## config.mk

```make
export PLATFORM = sky130hd
export DESIGN_NAME = lidar_sector_nearest_target
export DESIGN_NICKNAME = d
export VERILOG_FILES = /design/src/design/lsnt_pkg.sv /design/src/design/lsnt_ctrl.sv /design/src/design/lsnt_dpath.sv /design/src/design/lidar_sector_nearest_target.sv
export SDC_FILE = /design/constraint.sdc
export NUM_CORES = 1
export LEC_CHECK = 0
export ABC_AREA = 1
export BUFFER_PORTS_ARGS = -buffer_cell sky130_fd_sc_hd__buf_2
export CORE_ASPECT_RATIO = 1.5
export CORE_MARGIN = 10
export CORE_UTILIZATION = 63
export CTS_CLUSTER_SIZE = 30
export DETAILED_ROUTE_END_ITERATION = 10
export PLACE_DENSITY = 0.79
export SYNTH_ARGS = -nofsm -noshare
export SYNTH_HDL_FRONTEND = slang
export SYNTH_HIERARCHICAL = 1
export SYNTH_SLANG_ARGS = --single-unit
```

## constraint.sdc

```tcl
create_clock -name clk -period 4.8 [get_ports clk]
set_input_delay 0.24 -clock clk [delete_from_list [all_inputs] [get_ports clk]]
set_output_delay 0.24 -clock clk [all_outputs]
set_load 0.05 [all_outputs]
```

## src/design/lsnt_pkg.sv

```systemverilog
// ----------------------------------------------------------------------------
// lsnt_pkg: shared types and constants for the sector nearest target block
// Register indexes, widths, reset values, controller commands and status.
// ----------------------------------------------------------------------------
package lsnt_pkg;

	localparam int MAX_SAMPLES = 4096;
	localparam int IDX_W       = $clog2(MAX_SAMPLES) + 1;
	localparam int ANGLE_W     = 32;
	localparam int RANGE_W     = 16;
	localparam int HITS_W      = 13;
	localparam int MEAN_W      = 19;
	localparam int CFG_W       = 20;
	localparam int CFG_IDX_W   = 3;
	localparam int QUO_W       = ANGLE_W - 1;
	localparam int DIV_STEPS   = QUO_W;
	localparam int DCNT_W      = $clog2(DIV_STEPS);

	localparam logic [CFG_IDX_W-1:0] REG_ANGLE_START = 3'd0;
	localparam logic [CFG_IDX_W-1:0] REG_ANGLE_STEP  = 3'd1;
	localparam logic [CFG_IDX_W-1:0] REG_HALF_WIDTH  = 3'd2;
	localparam logic [CFG_IDX_W-1:0] REG_RANGE_FLOOR = 3'd3;
	localparam logic [CFG_IDX_W-1:0] REG_RANGE_CEIL  = 3'd4;
	localparam logic [CFG_IDX_W-1:0] REG_MIN_HITS    = 3'd5;

	localparam logic signed [19:0] ANGLE_START_RST = -20'sd205887;
	localparam logic signed [16:0] ANGLE_STEP_RST  = 17'sd573;
	localparam logic [17:0]        HALF_WIDTH_RST  = 18'd34275;
	localparam logic [15:0]        RANGE_FLOOR_RST = 16'd200;
	localparam logic [15:0]        RANGE_CEIL_RST  = 16'd3000;
	localparam logic [12:0]        MIN_HITS_RST    = 13'd5;

	typedef enum logic [3:0] {
		ST_IDLE = 4'b0001,
		ST_LOAD = 4'b0010,
		ST_DIV  = 4'b0100,
		ST_DONE = 4'b1000
	} state_t;

	typedef struct packed {
		logic sample_en;
		logic div_load;
		logic div_step;
		logic out_load;
		logic scan_clear;
	} cmd_t;

	typedef struct packed {
		logic div_last;
	} sts_t;

endpackage

```

## src/design/lsnt_ctrl.sv

```systemverilog
// ----------------------------------------------------------------------------
// lsnt_ctrl: sequencer for sample intake, scan-end division and result
// Takes samples while idle, runs the divider after a scan end, then hands
// the result to the output register once it is free.
// ----------------------------------------------------------------------------
module lsnt_ctrl (
	input  logic            clk,
	input  logic            arst_n,
	input  logic            in_valid,
	input  logic            scan_end,
	input  logic            out_ready,
	input  lsnt_pkg::sts_t  sts,
	output logic            in_ready,
	output logic            out_valid,
	output lsnt_pkg::cmd_t  cmd
);

	lsnt_pkg::state_t state_q, state_d;
	logic             out_valid_q;
	logic             out_free;

	assign out_free  = !out_valid_q || out_ready;
	assign in_ready  = (state_q == lsnt_pkg::ST_IDLE);
	assign out_valid = out_valid_q;

	always_comb begin
		state_d        = state_q;
		cmd            = '0;
		case (state_q)
			lsnt_pkg::ST_IDLE: begin
				if (in_valid) begin
					cmd.sample_en = 1'b1;
					if (scan_end) begin
						state_d = lsnt_pkg::ST_LOAD;
					end
				end
			end
			lsnt_pkg::ST_LOAD: begin
				cmd.div_load = 1'b1;
				state_d      = lsnt_pkg::ST_DIV;
			end
			lsnt_pkg::ST_DIV: begin
				cmd.div_step = 1'b1;
				if (sts.div_last) begin
					state_d = lsnt_pkg::ST_DONE;
				end
			end
			lsnt_pkg::ST_DONE: begin
				if (out_free) begin
					cmd.out_load   = 1'b1;
					cmd.scan_clear = 1'b1;
					state_d        = lsnt_pkg::ST_IDLE;
				end
			end
			default: begin
				state_d = lsnt_pkg::ST_IDLE;
			end
		endcase
	end

	always_ff @(posedge clk or negedge arst_n) begin
		if (!arst_n) begin
			state_q     <= lsnt_pkg::ST_IDLE;
			out_valid_q <= 1'b0;
		end else begin
			state_q <= state_d;
			if (cmd.out_load) begin
				out_valid_q <= 1'b1;
			end else if (out_ready) begin
				out_valid_q <= 1'b0;
			end
		end
	end

endmodule

```

## src/design/lsnt_dpath.sv

```systemverilog
// ----------------------------------------------------------------------------
// lsnt_dpath: configuration, scan accumulators, divider and result register
// Per-sample window test and accumulate; restoring divider, one quotient
// bit per cycle, for the mean angle.
// ----------------------------------------------------------------------------
module lsnt_dpath (
	input  logic                                   clk,
	input  logic                                   arst_n,
	input  logic                                   cfg_we,
	input  logic [lsnt_pkg::CFG_IDX_W-1:0]         cfg_index,
	input  logic [lsnt_pkg::CFG_W-1:0]             cfg_wdata,
	input  logic [lsnt_pkg::RANGE_W-1:0]           range_mm,
	input  logic                                   range_finite,
	input  lsnt_pkg::cmd_t                         cmd,
	output lsnt_pkg::sts_t                         sts,
	output logic                                   detected,
	output logic [lsnt_pkg::RANGE_W-1:0]           nearest_mm,
	output logic signed [lsnt_pkg::MEAN_W-1:0]     mean_angle
);

	// configuration
	logic signed [19:0] angle_start_q;
	logic signed [16:0] angle_step_q;
	logic [17:0]        half_width_q;
	logic [15:0]        range_floor_q;
	logic [15:0]        range_ceil_q;
	logic [12:0]        min_hits_q;

	// scan state
	logic signed [lsnt_pkg::ANGLE_W-1:0] cur_angle_q;
	logic [lsnt_pkg::IDX_W-1:0]          idx_q;
	logic [lsnt_pkg::RANGE_W-1:0]        nearest_q;
	logic signed [lsnt_pkg::ANGLE_W-1:0] angle_sum_q;
	logic [lsnt_pkg::HITS_W-1:0]         hits_q;

	// divider
	logic [lsnt_pkg::HITS_W-1:0]  rem_q;
	logic [lsnt_pkg::QUO_W-1:0]   quo_q;
	logic                         neg_q;
	logic [lsnt_pkg::DCNT_W-1:0]  dcnt_q;

	// result
	logic                                 detected_q;
	logic [lsnt_pkg::RANGE_W-1:0]         nearest_out_q;
	logic signed [lsnt_pkg::MEAN_W-1:0]   mean_q;

	logic signed [lsnt_pkg::ANGLE_W-1:0] angle;
	logic signed [lsnt_pkg::ANGLE_W-1:0] hw_s;
	logic signed [lsnt_pkg::ANGLE_W-1:0] sum_abs;
	logic                                in_scan;
	logic                                hit;
	logic [lsnt_pkg::HITS_W:0]           rem_sh;
	logic [lsnt_pkg::HITS_W+1:0]         diff;
	logic [lsnt_pkg::HITS_W-1:0]         need;
	logic                                det;
	logic [lsnt_pkg::MEAN_W-1:0]         quo_lo;
	logic [lsnt_pkg::MEAN_W-1:0]         mean_mag;

	// first sample of a scan takes its angle straight from angle_start
	assign angle   = (idx_q == '0) ? {{(lsnt_pkg::ANGLE_W-20){angle_start_q[19]}}, angle_start_q}
	                               : cur_angle_q;
	assign hw_s    = {{(lsnt_pkg::ANGLE_W-18){1'b0}}, half_width_q};
	assign in_scan = (idx_q < lsnt_pkg::IDX_W'(lsnt_pkg::MAX_SAMPLES));
	assign hit     = range_finite && (range_mm >= range_floor_q) && (range_mm <= range_ceil_q)
	                 && (angle >= -hw_s) && (angle <= hw_s) && in_scan;

	assign sum_abs = angle_sum_q[lsnt_pkg::ANGLE_W-1] ? -angle_sum_q : angle_sum_q;
	assign rem_sh  = {rem_q, quo_q[lsnt_pkg::QUO_W-1]};
	assign diff    = {1'b0, rem_sh} - {2'b00, hits_q};

	assign need     = (min_hits_q == '0) ? lsnt_pkg::HITS_W'(1) : min_hits_q;
	assign det      = (hits_q >= need);
	assign quo_lo   = quo_q[lsnt_pkg::MEAN_W-1:0];
	assign mean_mag = neg_q ? -quo_lo : quo_lo;

	assign sts.div_last = (dcnt_q == lsnt_pkg::DCNT_W'(lsnt_pkg::DIV_STEPS - 1));

	assign detected   = detected_q;
	assign nearest_mm = nearest_out_q;
	assign mean_angle = mean_q;

	always_ff @(posedge clk or negedge arst_n) begin
		if (!arst_n) begin
			angle_start_q <= lsnt_pkg::ANGLE_START_RST;
			angle_step_q  <= lsnt_pkg::ANGLE_STEP_RST;
			half_width_q  <= lsnt_pkg::HALF_WIDTH_RST;
			range_floor_q <= lsnt_pkg::RANGE_FLOOR_RST;
			range_ceil_q  <= lsnt_pkg::RANGE_CEIL_RST;
			min_hits_q    <= lsnt_pkg::MIN_HITS_RST;
		end else if (cfg_we) begin
			case (cfg_index)
				lsnt_pkg::REG_ANGLE_START: angle_start_q <= cfg_wdata[19:0];
				lsnt_pkg::REG_ANGLE_STEP:  angle_step_q  <= cfg_wdata[16:0];
				lsnt_pkg::REG_HALF_WIDTH:  half_width_q  <= cfg_wdata[17:0];
				lsnt_pkg::REG_RANGE_FLOOR: range_floor_q <= cfg_wdata[15:0];
				lsnt_pkg::REG_RANGE_CEIL:  range_ceil_q  <= cfg_wdata[15:0];
				lsnt_pkg::REG_MIN_HITS:    min_hits_q    <= cfg_wdata[12:0];
				default: ;
			endcase
		end
	end

	always_ff @(posedge clk or negedge arst_n) begin
		if (!arst_n) begin
			idx_q       <= '0;
			nearest_q   <= '1;
			angle_sum_q <= '0;
			hits_q      <= '0;
		end else if (cmd.scan_clear) begin
			idx_q       <= '0;
			nearest_q   <= '1;
			angle_sum_q <= '0;
			hits_q      <= '0;
		end else if (cmd.sample_en && in_scan) begin
			idx_q <= idx_q + 1'b1;
			if (hit) begin
				if (range_mm < nearest_q) begin
					nearest_q <= range_mm;
				end
				angle_sum_q <= angle_sum_q + angle;
				hits_q      <= hits_q + 1'b1;
			end
		end
	end

	// current angle is only read once idx is nonzero
	always_ff @(posedge clk) begin
		if (cmd.sample_en && in_scan) begin
			cur_angle_q <= angle + {{(lsnt_pkg::ANGLE_W-17){angle_step_q[16]}}, angle_step_q};
		end
	end

	always_ff @(posedge clk or negedge arst_n) begin
		if (!arst_n) begin
			dcnt_q <= '0;
		end else if (cmd.div_load) begin
			dcnt_q <= '0;
		end else if (cmd.div_step) begin
			dcnt_q <= dcnt_q + 1'b1;
		end
	end

	always_ff @(posedge clk) begin
		if (cmd.div_load) begin
			rem_q <= '0;
			quo_q <= sum_abs[lsnt_pkg::QUO_W-1:0];
			neg_q <= angle_sum_q[lsnt_pkg::ANGLE_W-1];
		end else if (cmd.div_step) begin
			rem_q <= diff[lsnt_pkg::HITS_W+1] ? rem_sh[lsnt_pkg::HITS_W-1:0]
			                                  : diff[lsnt_pkg::HITS_W-1:0];
			quo_q <= {quo_q[lsnt_pkg::QUO_W-2:0], ~diff[lsnt_pkg::HITS_W+1]};
		end
	end

	always_ff @(posedge clk) begin
		if (cmd.out_load) begin
			detected_q    <= det;
			nearest_out_q <= det ? nearest_q : '0;
			mean_q        <= det ? mean_mag : '0;
		end
	end

endmodule

```

## src/design/lidar_sector_nearest_target.sv

```systemverilog
// ----------------------------------------------------------------------------
// lidar_sector_nearest_target: nearest in-window return in the front sector
// Throughput: one sample per cycle while idle; a scan-end transfer blocks input through setup,
// the 31-step divider and handoff, longer while a prior result waits.
// Reset: configuration to defaults, scan state cleared, no result pending.
// ----------------------------------------------------------------------------
module lidar_sector_nearest_target (
	input  logic                                   clk,
	input  logic                                   arst_n,
	input  logic                                   cfg_we,
	input  logic [lsnt_pkg::CFG_IDX_W-1:0]         cfg_index,
	input  logic [lsnt_pkg::CFG_W-1:0]             cfg_wdata,
	input  logic                                   in_valid,
	output logic                                   in_ready,
	input  logic [lsnt_pkg::RANGE_W-1:0]           range_mm,
	input  logic                                   range_finite,
	input  logic                                   scan_end,
	output logic                                   out_valid,
	input  logic                                   out_ready,
	output logic                                   detected,
	output logic [lsnt_pkg::RANGE_W-1:0]           nearest_mm,
	output logic signed [lsnt_pkg::MEAN_W-1:0]     mean_angle
);

	lsnt_pkg::cmd_t cmd;
	lsnt_pkg::sts_t sts;

	lsnt_ctrl u_ctrl (
		.clk       (clk),
		.arst_n    (arst_n),
		.in_valid  (in_valid),
		.scan_end  (scan_end),
		.out_ready (out_ready),
		.sts       (sts),
		.in_ready  (in_ready),
		.out_valid (out_valid),
		.cmd       (cmd)
	);

	lsnt_dpath u_dpath (
		.clk          (clk),
		.arst_n       (arst_n),
		.cfg_we       (cfg_we),
		.cfg_index    (cfg_index),
		.cfg_wdata    (cfg_wdata),
		.range_mm     (range_mm),
		.range_finite (range_finite),
		.cmd          (cmd),
		.sts          (sts),
		.detected     (detected),
		.nearest_mm   (nearest_mm),
		.mean_angle   (mean_angle)
	);

`ifndef SYNTHESIS
	a_end_blocks_input: assert property (@(posedge clk) disable iff (!arst_n)
		in_valid && in_ready && scan_end |=> !in_ready)
		else $error("input not blocked after scan end transfer");

	a_miss_is_zero: assert property (@(posedge clk) disable iff (!arst_n)
		out_valid && !detected |-> (nearest_mm == '0) && (mean_angle == '0))
		else $error("non-detection result carries nonzero payload");

	a_div_excl_sample: assert property (@(posedge clk) disable iff (!arst_n)
		(cmd.div_step || cmd.div_load) |-> !cmd.sample_en && !in_ready)
		else $error("sample taken while divider busy");
`endif

endmodule

```

==> metrics.md <==
| Metric | Value |
|---|---|
| WP data arrival | 4.82 ns |
| Overall routed net length | 54.7 mm |
| Ratio of cells with drive above 1 in the final layout | 9.81% |
| Die width | 167 um |
| Number of antenna cells inserted | 0 |
| IO Count | 84 |
| Post-CTS Setup Bufs | 0 |
| Top post-synthesis cells by area | dfrtp_1 16%, edfxtp_1 15%, nand2_1 12%, ha_1 12%, dfstp_2 6.9% |
| Crit path kind | flip-flop to flip-flop |
| WL per Instance | 17.5 um |
| Die area | 40200 sq um |
| Slowest stage delay, CP | 0.38 ns |
| FMAX | 0.230 GHz |
| RSZ-0062 raised after global routing | false |
| Cell with the most instances after synthesis | nand2_1 |
| IO Port Bufs | 83 |
| Area leader, netlist | dfrtp_1 |
| Vias in the first global route | 18200 |
| Placed cell area | 21300 sq um |
| Status | finished, final reports clean |
| Pin count of the biggest net entering global routing | 102 |
| Setup TNS | 0 ns |
| Avg Cell Area, Syn | 7.83 sq um |
| Rel. slew slack | 19.2% |
| Pwr/cell area | 635 nW/um^2 |
| Placed insts | 3066 |
| Mean number of vias per cell | 5.83 |
| Syn Std Cell Area | 20400 sq um |
| Fin area | 22400 sq um |
| Reg-to-reg startpoint | u_dpath/half_width_q[1] |
| CP Launch Point | u_dpath/half_width_q[1] |
| Synth Net Count | 2851 |
| CTS Buf Count | 30 |
| VDD IR max | 0.386 mV |
| Worst-path fanout max | 35 |
| Most frequent cells after synthesis | 645 x nand2_1, 310 x inv_1, 229 x o21ai_0 |
| Fillers | 2585 |
| Post-Syn Instances | 2610 |
| Gr usage total | 26.5% |
| Remaining DRCs | 0 |
| Min Tclk post-route | 4.35 ns |
| Core area | 31900 sq um |
| DP HPWL | 41.5 mm |
| DR vias | 18300 |
| Count of pins over their slew limit | 0 |
| Initial Util | 64.0% |
| Chip height | 241 um |
| Worst path cell trace | inv_1 > ha_1 > nand3_1 > nor3_1 > nand3_1 > nor3_1 > nand4_1 > nor2_1 > nand2_1 > nor3_1 > ha_1 > nand2_1 > a21oi_1 > o21ai_0 > nand2_1 > a21oi_1 > a21boi_0 > nor2_1 > inv_1 > nand3_2 > buf_12 > nand2_8 > nand2_1 > nand2_1 |
| Initial antenna violation count | 0 |
| H-tree levels | 1 |
| Post-synth cell types | 59 |
| Max-cap violations | 0 |
| First-pass GRT wire length | 88.9 mm |
| Area Overhead vs Synth | 9.71% |
| Startpoint types | flip-flop |
| Finished Layout Cells | 3132 |
| Register area share after synthesis | 38.8% |
| CTS tree | yes |
| WP data required | 5.27 ns |
| Setup crit end kind | flip-flop |
| Hold Path Class | input port to flip-flop |
| Worst-path clk slew | 0.07 ns |
| Grt ovf | 0 |
| Final Skew | 0.0210 ns |
| Final nets | 2939 |
| Number of antenna-violating nets in the routed design | 0 |
| Clock Root Buffer | clkbuf_16 |
| Deepest clock path buffer count | 3 |
| Fin crit share | 90.6% |
| Crit-path slowest cell | dfstp_2 |
| Worst hold start | cfg_wdata[1] |
| Leak pwr | 11.2 nW |
| Row count | 80 |
| Worst skew pair latency | 0.60 ns |
| GP Congestion | 0.980 |
| Slew @ Worst Pin | 1.21 ns |
| Final setup fails | 0 |
| YS warnings | 6 |
| EDFF count, synth | 100 |
| Number of synthesized register bits | 297 |
| Clock sink count | 297 |
| Cell mode on critical path | nand2_1 |
| Yosys top cell area share | 15.9% |
| Final hold vios | 0 |
| DR iter-0 viols | 1243 |
| Synth Flop Type | dfrtp_1 |
| FFs w/ async S/R, synth | 62.0% |
| Number of iterations in the first detailed-routing pass | 5 |
==> per-layer routing <==
layer | global-route usage, % | share of wire [%] | vias up
li1 | - | - | 8864
met1 | 29.5 | 39 | 8653
met2 | 48.7 | 51 | 575
met3 | 3.09 | 5.2 | 168
met4 | 13.4 | 4.8 | 0
met5 | 0 | 0 | -
==> flip-flops by register name, summed over array words and instances (netlist names), 16 cells and up <==
| register | flops |
|---|---|
| u_dpath/half_width_q | 18 |
| u_dpath/cur_angle_q | 32 |
| u_dpath/angle_step_q | 17 |
| u_dpath/quo_q | 31 |
| u_dpath/range_floor_q | 16 |
| u_dpath/nearest_q | 16 |
| u_dpath/nearest_mm | 16 |
| u_dpath/mean_angle | 19 |
| u_dpath/range_ceil_q | 16 |
| u_dpath/angle_sum_q | 32 |
| u_dpath/angle_start_q | 20 |
==> where the power goes <==
group,total (mW),internal [mW],switching (mW)
Combinational,7.58,2.78,4.81
Clock,2.41,1.34,1.08
Sequential,4.25,3.56,0.691
Total,14.2,7.67,6.57
==> worst max-delay path, delay by kind of cell (launching register included) <==
| kind | cells | cell delay [ns] |
|---|---|---|
| buffers and inverters | 3 | 0.42 |
| DFF | 1 | 0.38 |
| AOI/OAI and AO/OA | 4 | 0.46 |
| adders and majority gates | 2 | 0.45 |
| and+or+nand+nor | 15 | 2.49 |
==> layout by cell type, fill, tap and decap left out, types with 4 or more instances in the layout <==
| cell type | instances |
|---|---|
| nor3_1 | 43 |
| xnor2_1 | 36 |
| clkinv_2 | 5 |
| ha_1 | 192 |
| dfstp_2 | 54 |
| o21a_1 | 7 |
| o31ai_1 | 6 |
| nor2_1 | 197 |
| nor4_1 | 13 |
| clkbuf_16 | 32 |
| nand2_1 | 645 |
| a21oi_1 | 149 |
| o211ai_1 | 12 |
| dfxtp_1 | 13 |
| o21ai_0 | 229 |
| inv_4 | 4 |
| dfrtp_1 | 130 |
| clkinv_4 | 4 |
| o21bai_1 | 9 |
| clkinv_1 | 4 |
| buf_2 | 82 |
| edfxtp_1 | 100 |
| nand3_1 | 148 |
| nor3b_1 | 5 |
| buf_4 | 28 |
| nand4_1 | 47 |
| a31oi_1 | 14 |
| xor2_1 | 92 |
| dlygate4sd3_1 | 10 |
| or2_2 | 24 |
| inv_1 | 310 |
| a21o_1 | 11 |
| a21boi_0 | 7 |
==> metrics by stage <==
| stage | hold slack (ns) | util (%) | power [mW] | setup slack [ns] |
|---|---|---|---|---|
| floorplan | -0.0556 | - | 9.62 | 1.25 |
| global placement | 0.342 | 66.7 | 11.4 | 0.686 |
| detailed placement | 0.353 | 66.7 | 11.7 | 0.531 |
| CTS | 0.0348 | 70.2 | 14.2 | 0.509 |
| global route | 0.0418 | 70.2 | 15.4 | 0.0242 |
| finish | 0.0405 | 70.2 | 14.2 | 0.453 |
==> layout make-up <==
type / count / area, sq um / share of cell area, %
Timing Repair Buffer: 123 / 772 / 3.44
Sequential cell: 297 / 7940 / 35.4
Clock inverter: 19 / 181 / 0.809
Tap cell: 410 / 513 / 2.29
Multi-Input combinational cell: 1929 / 11000 / 49.0
Inverter: 317 / 1190 / 5.31
Clock buffer: 37 / 850 / 3.79
==> repair_timing <==
| action | CTS | global route |
|---|---|---|
| hold buffers | 10 | 0 |
| endpoints found under the hold margin | 79 | 0 |
| gates resized for setup | 0 | 1 |
| endpoints found under the setup margin | 0 | 15 |
==> cells by family after synthesis <==
group | share of synthesized area [%]
AND/OR/NAND/NOR | 23.8
buffers and inverters | 7.51
adder cells (fa/ha/maj) | 12.0
AO/OA/AOI/OAI | 12.3
XOR/XNOR | 5.49
flip-flops | 38.8
==> final timing paths <==
path,to,slack (ns),depth (start not counted)
max,u_dpath/angle_sum_q[30],0.45,24
min reg2reg,u_dpath/rem_q[11],0.48,2
max reg2reg,u_dpath/angle_sum_q[30],0.45,24
min in group asynchronous,u_dpath/hits_q[5],0.27,2
max in group asynchronous,u_dpath/angle_start_q[18],3.54,3
min,u_dpath/min_hits_q[1],0.04,3
(Power assumes the default switching activity.)
